$ cat src/sv/tbsa_pkg.sv
`timescale 1ns / 1ps

package tbsa_pkg;

    localparam int MAX_SAMPLES_PER_BIN = 4096;

    localparam int TIME_W = 32;
    localparam int BIN_W  = 24;
    localparam int DATA_W = 32;
    localparam int OTIME_W = TIME_W + 1;

    // count holds 0 .. MAX_SAMPLES_PER_BIN
    localparam int CNT_W  = $clog2(MAX_SAMPLES_PER_BIN + 1);
    // magnitude of a sum stays below 2**(DATA_W-1) * 2**CNT_W
    localparam int DIV_W  = DATA_W - 1 + CNT_W;
    localparam int SUM_W  = DIV_W + 1;
    localparam int STEP_W = $clog2(DIV_W);

    localparam int LANES = 3;

    localparam int APB_AW = 3;
    localparam logic REG_BIN_SECONDS  = 1'b0;
    localparam logic REG_PERIOD_START = 1'b1;

    localparam logic [BIN_W-1:0]  BIN_SECONDS_RST  = BIN_W'(3600);
    localparam logic [TIME_W-1:0] PERIOD_START_RST = '0;

    typedef struct packed {
        logic [TIME_W-1:0]        sample_time;
        logic                     sample_valid;
        logic signed [DATA_W-1:0] sample_value;
        logic signed [DATA_W-1:0] sample_rms;
        logic signed [DATA_W-1:0] sample_slope;
    } t_in;

    typedef struct packed {
        logic [OTIME_W-1:0]       bin_time;
        logic                     bin_valid;
        logic signed [DATA_W-1:0] mean_value;
        logic signed [DATA_W-1:0] mean_rms;
        logic signed [DATA_W-1:0] mean_slope;
    } t_out;

    typedef enum logic [1:0] {
        ST_IDLE,
        ST_LOAD,
        ST_RUN,
        ST_DONE
    } t_state;

endpackage

$ cat src/sv/time_bin_sample_averager.sv
`timescale 1ns / 1ps
// channel   | direction | handshake                  | payload
// ----------+-----------+----------------------------+-------------------------------
// in        | input     | i_in_valid / o_in_ready    | i_in  (t_in)
// out       | output    | o_out_valid / i_out_ready  | o_out (t_out)
// apb       | input     | psel, penable, pwrite      | paddr, pwdata, prdata
//
// each transaction runs through accept, load, 44 steps of the bit-serial
// restoring dividers (three mean lanes share one step counter, the sample time
// modulo bin length runs in the first 32 of those steps), then the close step.
// i_rst_n is synchronous, active low; it opens no bin and restores the registers.
// a held result does not stop the next transaction; only a second closing bin waits
// in the close step until the output register is free.

module time_bin_sample_averager
    import tbsa_pkg::*;
(
    input  logic              i_clk,
    input  logic              i_rst_n,

    input  logic              i_in_valid,
    output logic              o_in_ready,
    input  t_in               i_in,

    output logic              o_out_valid,
    input  logic              i_out_ready,
    output t_out              o_out,

    input  logic              psel,
    input  logic              penable,
    input  logic              pwrite,
    input  logic [APB_AW-1:0] paddr,
    input  logic [31:0]       pwdata,
    output logic [31:0]       prdata,
    output logic              pready
);

    t_state r_state, n_state;

    logic [BIN_W-1:0]  r_bin_sec;
    logic [TIME_W-1:0] r_period;

    logic                    r_open;
    logic [TIME_W-1:0]       r_first;
    logic signed [SUM_W-1:0] r_sum [LANES];
    logic [CNT_W-1:0]        r_count;

    logic [TIME_W-1:0] r_t;
    logic              r_t_nz;
    logic [BIN_W-1:0]  r_mod_rem;
    logic [TIME_W-1:0] r_mid;
    logic [STEP_W-1:0] r_step;

    logic [DIV_W-1:0]  r_q   [LANES];
    logic [CNT_W-1:0]  r_rem [LANES];
    logic              r_neg [LANES];

    t_out r_out;
    logic r_out_vld;

    logic s_accept, s_load, s_run, s_close, s_emit, s_last;
    logic [DATA_W-1:0] w_in_data [LANES];
    logic [BIN_W:0]    w_mod_tmp;
    logic [BIN_W-1:0]  w_mod_next;
    logic [CNT_W:0]    w_div_tmp [LANES];
    logic [CNT_W-1:0]  w_rem_next [LANES];
    logic              w_qbit [LANES];
    logic [TIME_W-1:0] w_first;
    logic              w_count_en;
    logic              w_cfg_wr;

    assign w_in_data[0] = i_in.sample_value;
    assign w_in_data[1] = i_in.sample_rms;
    assign w_in_data[2] = i_in.sample_slope;

    assign s_last  = (r_step == STEP_W'(DIV_W - 1));
    assign s_close = (r_bin_sec != '0) && r_t_nz && (r_mod_rem == '0);

    // next state
    always_comb begin
        n_state = r_state;
        case (r_state)
            ST_IDLE: begin
                if (i_in_valid) begin
                    n_state = ST_LOAD;
                end
            end
            ST_LOAD: n_state = ST_RUN;
            ST_RUN: begin
                if (s_last) begin
                    n_state = ST_DONE;
                end
            end
            ST_DONE: begin
                if (!s_close || !r_out_vld || i_out_ready) begin
                    n_state = ST_IDLE;
                end
            end
            default: n_state = ST_IDLE;
        endcase
    end

    // control outputs
    always_comb begin
        o_in_ready = 1'b0;
        s_load     = 1'b0;
        s_run      = 1'b0;
        s_emit     = 1'b0;
        case (r_state)
            ST_IDLE: o_in_ready = 1'b1;
            ST_LOAD: s_load     = 1'b1;
            ST_RUN:  s_run      = 1'b1;
            ST_DONE: s_emit     = s_close && (!r_out_vld || i_out_ready);
            default: o_in_ready = 1'b0;
        endcase
    end

    assign s_accept   = o_in_ready && i_in_valid;
    assign w_first    = r_open ? r_first : i_in.sample_time;
    assign w_count_en = i_in.sample_valid && (r_count < CNT_W'(MAX_SAMPLES_PER_BIN));

    // modulo step
    always_comb begin
        w_mod_tmp = {r_mod_rem, r_t[TIME_W-1]};
        if (w_mod_tmp >= {1'b0, r_bin_sec}) begin
            w_mod_next = BIN_W'(w_mod_tmp - {1'b0, r_bin_sec});
        end else begin
            w_mod_next = BIN_W'(w_mod_tmp);
        end
    end

    // divider lane steps
    always_comb begin
        for (int i = 0; i < LANES; i++) begin
            w_div_tmp[i] = {r_rem[i], r_q[i][DIV_W-1]};
            w_qbit[i]    = (w_div_tmp[i] >= {1'b0, r_count});
            if (w_qbit[i]) begin
                w_rem_next[i] = CNT_W'(w_div_tmp[i] - {1'b0, r_count});
            end else begin
                w_rem_next[i] = CNT_W'(w_div_tmp[i]);
            end
        end
    end

    always_ff @(posedge i_clk) begin
        if (!i_rst_n) begin
            r_state <= ST_IDLE;
        end else begin
            r_state <= n_state;
        end
    end

    // bin accumulation
    always_ff @(posedge i_clk) begin
        if (!i_rst_n) begin
            r_open  <= 1'b0;
            r_first <= '0;
            r_count <= '0;
            for (int i = 0; i < LANES; i++) begin
                r_sum[i] <= '0;
            end
        end else if (s_accept) begin
            r_open  <= 1'b1;
            r_first <= w_first;
            if (w_count_en) begin
                r_count <= r_count + CNT_W'(1);
                for (int i = 0; i < LANES; i++) begin
                    r_sum[i] <= r_sum[i] + SUM_W'(signed'(w_in_data[i]));
                end
            end
        end else if (s_emit) begin
            r_open  <= 1'b0;
            r_first <= '0;
            r_count <= '0;
            for (int i = 0; i < LANES; i++) begin
                r_sum[i] <= '0;
            end
        end
    end

    // serial datapath
    always_ff @(posedge i_clk) begin
        if (s_accept) begin
            r_t       <= i_in.sample_time;
            r_t_nz    <= (i_in.sample_time != '0);
            r_mod_rem <= '0;
            r_mid     <= TIME_W'(({1'b0, w_first} + {1'b0, i_in.sample_time}) >> 1);
        end
        if (s_load) begin
            r_step <= '0;
            for (int i = 0; i < LANES; i++) begin
                r_neg[i] <= r_sum[i][SUM_W-1];
                r_rem[i] <= '0;
                if (r_sum[i][SUM_W-1]) begin
                    r_q[i] <= DIV_W'(-r_sum[i]);
                end else begin
                    r_q[i] <= DIV_W'(r_sum[i]);
                end
            end
        end
        if (s_run) begin
            r_step <= r_step + STEP_W'(1);
            if (r_step < STEP_W'(TIME_W)) begin
                r_mod_rem <= w_mod_next;
                r_t       <= {r_t[TIME_W-2:0], 1'b0};
            end
            for (int i = 0; i < LANES; i++) begin
                r_rem[i] <= w_rem_next[i];
                r_q[i]   <= {r_q[i][DIV_W-2:0], w_qbit[i]};
            end
        end
    end

    // output register
    always_ff @(posedge i_clk) begin
        if (!i_rst_n) begin
            r_out_vld <= 1'b0;
        end else if (s_emit) begin
            r_out_vld <= 1'b1;
        end else if (i_out_ready) begin
            r_out_vld <= 1'b0;
        end
    end

    always_ff @(posedge i_clk) begin
        if (s_emit) begin
            r_out.bin_time  <= OTIME_W'(r_mid) + OTIME_W'(r_period);
            r_out.bin_valid <= (r_count != '0);
            if (r_count == '0) begin
                r_out.mean_value <= '0;
                r_out.mean_rms   <= '0;
                r_out.mean_slope <= '0;
            end else begin
                r_out.mean_value <= r_neg[0] ? -r_q[0][DATA_W-1:0] : r_q[0][DATA_W-1:0];
                r_out.mean_rms   <= r_neg[1] ? -r_q[1][DATA_W-1:0] : r_q[1][DATA_W-1:0];
                r_out.mean_slope <= r_neg[2] ? -r_q[2][DATA_W-1:0] : r_q[2][DATA_W-1:0];
            end
        end
    end

    assign o_out_valid = r_out_vld;
    assign o_out       = r_out;

    // configuration registers
    assign w_cfg_wr = psel && penable && pwrite;

    always_ff @(posedge i_clk) begin
        if (!i_rst_n) begin
            r_bin_sec <= BIN_SECONDS_RST;
            r_period  <= PERIOD_START_RST;
        end else if (w_cfg_wr) begin
            if (paddr[2] == REG_BIN_SECONDS) begin
                r_bin_sec <= pwdata[BIN_W-1:0];
            end else begin
                r_period <= pwdata;
            end
        end
    end

    assign prdata = (paddr[2] == REG_PERIOD_START) ? r_period : 32'(r_bin_sec);
    assign pready = 1'b1;

endmodule

$ cat config.mk
export PLATFORM = sky130hd
export DESIGN_NAME = time_bin_sample_averager
export DESIGN_NICKNAME = d
export VERILOG_FILES = /design/src/sv/tbsa_pkg.sv /design/src/sv/time_bin_sample_averager.sv
export SDC_FILE = /design/constraint.sdc
export NUM_CORES = 2
export LEC_CHECK = 0
export BUFFER_PORTS_ARGS = -buffer_cell sky130_fd_sc_hd__buf_4
export CAP_MARGIN = 10
export CORE_UTILIZATION = 56
export DETAILED_ROUTE_END_ITERATION = 12
export PLACE_DENSITY = 0.75
export SLEW_MARGIN = 20
export SYNTH_ARGS = -nofsm -noshare
export SYNTH_HDL_FRONTEND = slang
export SYNTH_SLANG_ARGS = --single-unit
$ cat constraint.sdc
create_clock -name i_clk -period 6.1 [get_ports i_clk]
set_input_delay 0.305 -clock i_clk [delete_from_list [all_inputs] [get_ports i_clk]]
set_output_delay 0.305 -clock i_clk [all_outputs]
set_load 0.02 [all_outputs]
* Word level (Yosys, flattened, before mapping)
Memory sizes are Yosys's and may differ from the RTL's. Cells that the tools add are included.
Operators by class: div/mod/pow operators 0, $mul 0, add/sub/neg operators 17, shift operators 0, bitwise operators 16, equal/unequal tests 8, reductions and logical operators 25, $lt $le $gt $ge 6, mux-type cells 80
Operators with widths (count):
- $mux 32 | 10
- $mux 45 | 6
- $mux 44 | 6
- $add 45x32->45 | 3
- $neg 44->44 | 3
- $mux 13 | 9
- $mux 24 | 4
- $neg 32->32 | 3
- $add 32x32->33 | 2
- $ge 14x13->1 | 3
- $mux 1 | 39
- $sub 13x13->13 | 3
- $reduce_bool 32->1 | 1
- $ge 25x24->1 | 1
- $logic_not 24->1 | 1
- $reduce_bool 24->1 | 1
- $sub 24x24->24 | 1
- $or 1x1->1 | 15
- $add 13x1->13 const B | 1
- $logic_not 13->1 | 1
- $lt 13x13->1 const B | 1
- $reduce_bool 13->1 | 1
- $mux 6 | 2
- $pmux 2 s4 | 1
- 16 further kinds | 34
Word-level totals: register bits after elaboration 330, memories kept 4, bits in read-only memories 0, latch bits 0, memory bits (writable) 309, output and inout bits 165, word-level logic and storage cells 173, input port bits 171
Memories:
- r_sum | depth 3, bits a word 45, read ports 3, clocked after Yosys merged registers in 0, write ports 3, RTL line time_bin_sample_averager.sv:45 | logic signed [SUM_W-1:0] r_sum [LANES];
- r_q | depth 3, bits a word 44, read ports 3, clocked after Yosys merged registers in 0, write ports 3, RTL line time_bin_sample_averager.sv:54 | logic [DIV_W-1:0] r_q [LANES];
- r_rem | depth 3, bits a word 13, read ports 3, clocked after Yosys merged registers in 0, write ports 3, RTL line time_bin_sample_averager.sv:55 | logic [CNT_W-1:0] r_rem [LANES];
- r_neg | depth 3, bits a word 1, read ports 3, clocked after Yosys merged registers in 0, write ports 3, RTL line time_bin_sample_averager.sv:56 | logic r_neg [LANES];

* Logic depth before layout (Yosys ltp)
word-level depth 10, depth in mapped cells 13, gate-level depth less buffers 13

* Worst setup path before layout
Ideal clock, no wire load.
kind flip-flop to flip-flop, from reg r_state[0], to mem r_sum[0][0] in the netlist's numbering (enable), data required time 4.608 ns, path slack 0.407 ns, stages on the path, launching flop included 7, data arrival time 4.201 ns, path buffers 1, cell sequence dfxtp_1 -> inv_1 -> ha_1 -> nand2_1 -> clkbuf_1 -> nand3_1 -> nand3_1
RTL lines:
- start, declared | RTL line time_bin_sample_averager.sv:38 | t_state r_state, n_state;
- start signal, assigned | RTL line time_bin_sample_averager.sv:149 | r_state <= n_state;
- end, declared | RTL line time_bin_sample_averager.sv:45

* Worst setup path in the final report
from reg r_open, to reg r_mid[30] (data pin)
On the way: longest elaborated chain between the ends 2
Ends and longest elaborated chain:
- start, declared | RTL line time_bin_sample_averager.sv:43 | logic r_open;
- start signal, assigned | RTL line time_bin_sample_averager.sv:156 | r_open <= 1'b0;
- start signal, assigned | RTL line time_bin_sample_averager.sv:163 | r_open <= 1'b1;
- start signal, assigned | RTL line time_bin_sample_averager.sv:172 | r_open <= 1'b0;
- $mux 32 | RTL line time_bin_sample_averager.sv:119 | assign w_first = r_open ? r_first : i_in.sample_time;
- $add 32x32->33 | RTL line time_bin_sample_averager.sv:187 | r_mid <= TIME_W'(({1'b0, w_first} + {1'b0, i_in.sample_time}) >> 1);
- end signal, assigned | RTL line time_bin_sample_averager.sv:187
- end, declared | RTL line time_bin_sample_averager.sv:51 | logic [TIME_W-1:0] r_mid;
No other way between the ends. A chain may end at the register's enable or synchronous reset.

==> flow_metrics.env <==
export IMPL_outcome="completed"
export IMPL_synth_simple_area_share=0.1639
export IMPL_timing_slew_headroom=0.2444
export IMPL_synthCells=4481
export IMPL_synth_edf_count=478
export IMPL_globalplace_congestion=0.9504
export IMPL_pwr_share_clk=0.212
export IMPL_num_rows=100
export IMPL_root_buffer="clkbuf_16"
export IMPL_die_x_um=277.8
export IMPL_max_vdd_ir_drop_v=0.0004412
export IMPL_htree_levels=3
export IMPL_worstPathCellList="mux2_2 -> ha_1 -> nand2_1 -> or3_1 -> nor4_1 -> o31ai_1 -> a2111oi_0 -> o211ai_1 -> nand2_1 -> a311oi_1 -> xnor2_1"
export IMPL_synth_cell_types=78
export IMPL_postRouteAntennaNets=0
export IMPL_synth_xor_area_frac=0.08742
export IMPL_gr_total_overflow=0
export IMPL_drv_slew=0
export IMPL_seq_area_frac_synth=0.4128
export IMPL_synth_common_cells="edfxtp_1 (478), nand2_1 (470), nor2_1 (405)"
export IMPL_track_usage=0.2770
export IMPL_cts_buffers=75
export IMPL_arrival_ns=4.81
export IMPL_cp_required_ns=6.45
export IMPL_synth_compound_area_frac=0.1720
export IMPL_holdPathStages=3
export IMPL_drt_initial_drc_count=2518
export IMPL_yosys_warnings=0
export IMPL_clk_pin_slew_ns=0.06
export IMPL_syn_area_per_cell_um2=9.503
export IMPL_die_y_um=277.8
export IMPL_rsz0062_at_grt="no"
export IMPL_io_buffers=332
export IMPL_final_nets=5255
export IMPL_grt_antenna_before_repair=7
export IMPL_areaGrowthSynthToFinish_pct=15.44
export IMPL_start_util=0.5691
export IMPL_rrSetupSlack_ns=1.65
export IMPL_ys_ff_latch=639
export IMPL_synth_flop_cell="edfxtp_1"
export IMPL_synthMuxAreaShare=0.05210
export IMPL_power_density_mw_per_mm2=448.2
export IMPL_max_cap_violations=0
export IMPL_top_level_ports=336
export IMPL_switchingPower_w=0.008463
export IMPL_pwr_share_seq=0.353
export IMPL_drive_above_1_share=0.1392
export IMPL_p_comb_frac=0.435
export IMPL_period_share=0.7299
export IMPL_hold_viol_final=0
export IMPL_die_area_mm2=0.07715
export IMPL_coreArea_mm2=0.07482
export IMPL_slowest_delay_ns=0.82
export IMPL_grt_pass1_wl_um=173100
export IMPL_drc=0
export IMPL_setup_violations=0
export IMPL_cts_buffer_depth=3
export IMPL_vias_per_cell=5.962
export IMPL_syn_area_mm2=0.04258
export IMPL_skew_ns=0.02191
export IMPL_worstPathMaxFanout=17
export IMPL_synth_most_common_cell="edfxtp_1"
export IMPL_synth_top_family_by_area="compound AO/OA/AOI/OAI gates"
export IMPL_cp_start_kind="flop"
export IMPL_synthTopCellsByArea="edfxtp_1 (34%), ha_1 (8.0%), dfxtp_1 (7.6%), xor2_1 (4.5%), xnor2_1 (4.3%)"
export IMPL_leakage_nw=19.58
export IMPL_internal_power_w=0.01357
export IMPL_rr_worst_depth=11
export IMPL_hp_class="primary input to flop"
export IMPL_worstMarginPinSlew_ns=1.133
export IMPL_cp_slowest_cell="dfxtp_1"
export IMPL_worstSetupEndpointType="flop"
export IMPL_period_needed_ns=4.452
export IMPL_yosysTopAreaCellShare=0.3371
export IMPL_nFillCells=6060
export IMPL_yosysTopAreaCell="edfxtp_1"
export IMPL_stdcell_count=5843
export IMPL_timing_hold_ws_ns=0.04132
export IMPL_placedCellCount=5633
export IMPL_fin_tns_setup_ns=0
export IMPL_cts_resized=0
export IMPL_grt_max_degree=100
export IMPL_max_freq_ghz=0.2246
export IMPL_clk_latency_ns=0.62
export IMPL_path_class="flop to flop"
export IMPL_hpwl_um=79050
export IMPL_syn_nets=4932
export IMPL_p_sw_frac=0.3841
export IMPL_cts_tree="yes"
export IMPL_cts_sinks=639
export IMPL_crit_top_cell="nand2_1"
export IMPL_yosys_area_share_adder=0.08386
export IMPL_firstDrtPassIters=6
export IMPL_grt_pass1_vias=32600
export IMPL_dr_total_vias=34840
export IMPL_wirelength_um=109100
export IMPL_wl_per_cell_um=18.67
export IMPL_synthArstFlopShare=0
[critical path: cells and delay by family, from the launching register on]
kind,cells,cell delay (ns)
AO/OA/AOI/OAI,4,1.35
AND/OR/NAND/NOR,4,1.06
flip-flops,1,0.82
multiplexers,1,0.43
adder cells (fa/ha/maj),1,0.38
XOR/XNOR,1,0.15
[metrics by stage]
stage,util,power [W],instance area [µm²],setup slack (ns)
CTS,0.6565,0.02205,49120,1.628
floorplan,-,0.01496,42580,0.4066
finish,0.6570,0.02203,49160,1.648
global route,0.6569,0.02348,49150,1.179
global placement,0.6138,0.01703,45930,1.779
detailed placement,0.6139,0.01727,45930,1.643
[per-layer routing]
| layer | share of wire | GRT usage |
|---|---|---|
| met3 | 0.051 | 0.02897 |
| met2 | 0.47 | 0.4542 |
| met1 | 0.45 | 0.3795 |
| met4 | 0.037 | 0.1004 |
| met5 | 0 | 0 |
[power groups by stage]
stage	Combinational [W]	Sequential (W)	Clock, W
final	0.00959	0.00778	0.00466
after global routing	0.0107	0.00793	0.00489
after CTS	0.00956	0.00774	0.00475
after detailed placement	0.00945	0.00782	0
after global placement	0.00927	0.00777	0
after floorplan	0.00737	0.00758	0
[final cells by class]
type                       count  area, µm²  area share
timing repair buffer         420       3323     0.06760
clock inverter                33      374.1    0.007610
antenna                       10      25.02   0.0005091
multi-input combinational   3528      23930      0.4868
tap                          969       1212     0.02466
sequential                   639      17580      0.3576
inverter                     140      531.8     0.01082
clock buffer                 104       2186     0.04447
[registers in the layout, indices dropped and copies added (netlist names), 32 cells and up]
| register | count |
|---|---|
| r_first | 32 |
| r_mid | 32 |
| o_out | 130 |
| r_period | 32 |
| r_t | 32 |
| r_sum | 135 |
| r_rem | 39 |
| r_q | 132 |
[final timing paths]
| path | start | to |
|---|---|---|
| setup / recovery | r_open | r_mid[30] |
| hold / removal | i_in[113] | r_t[16] |
| setup reg to reg | r_open | r_mid[30] |
| hold reg to reg | r_first[1] | r_first[1] |
[logic make-up (layout without fill, tap and decap cells)]
kind of cell             Yosys count  after routing
AO/OA/AOI/OAI                   1137           1137
flip-flops                       639            639
multiplexers                     204            204
AND/OR/NAND/NOR                 1481           1481
buffers and inverters            314            697
other                              1             11
adder cells (fa/ha/maj)          280            280
XOR/XNOR                         425            425
[layout by cell type (no fill, tap or decap), types with 161 or more instances in the layout]
master      n
a21oi_1   271
nor2_1    402
ha_1      269
o21ai_0   253
dfxtp_1   161
xnor2_1   208
xor2_1    217
nand2_1   468
edfxtp_1  478
buf_4     356
[repair_timing]
action / 4_1_cts / 5_1_grt
hold buffers: 63 / 0
buffers inserted: 0 / 0
endpoints found under the hold margin: 87 / 0
No activity file was read; power rests on OpenSTA's default activity.
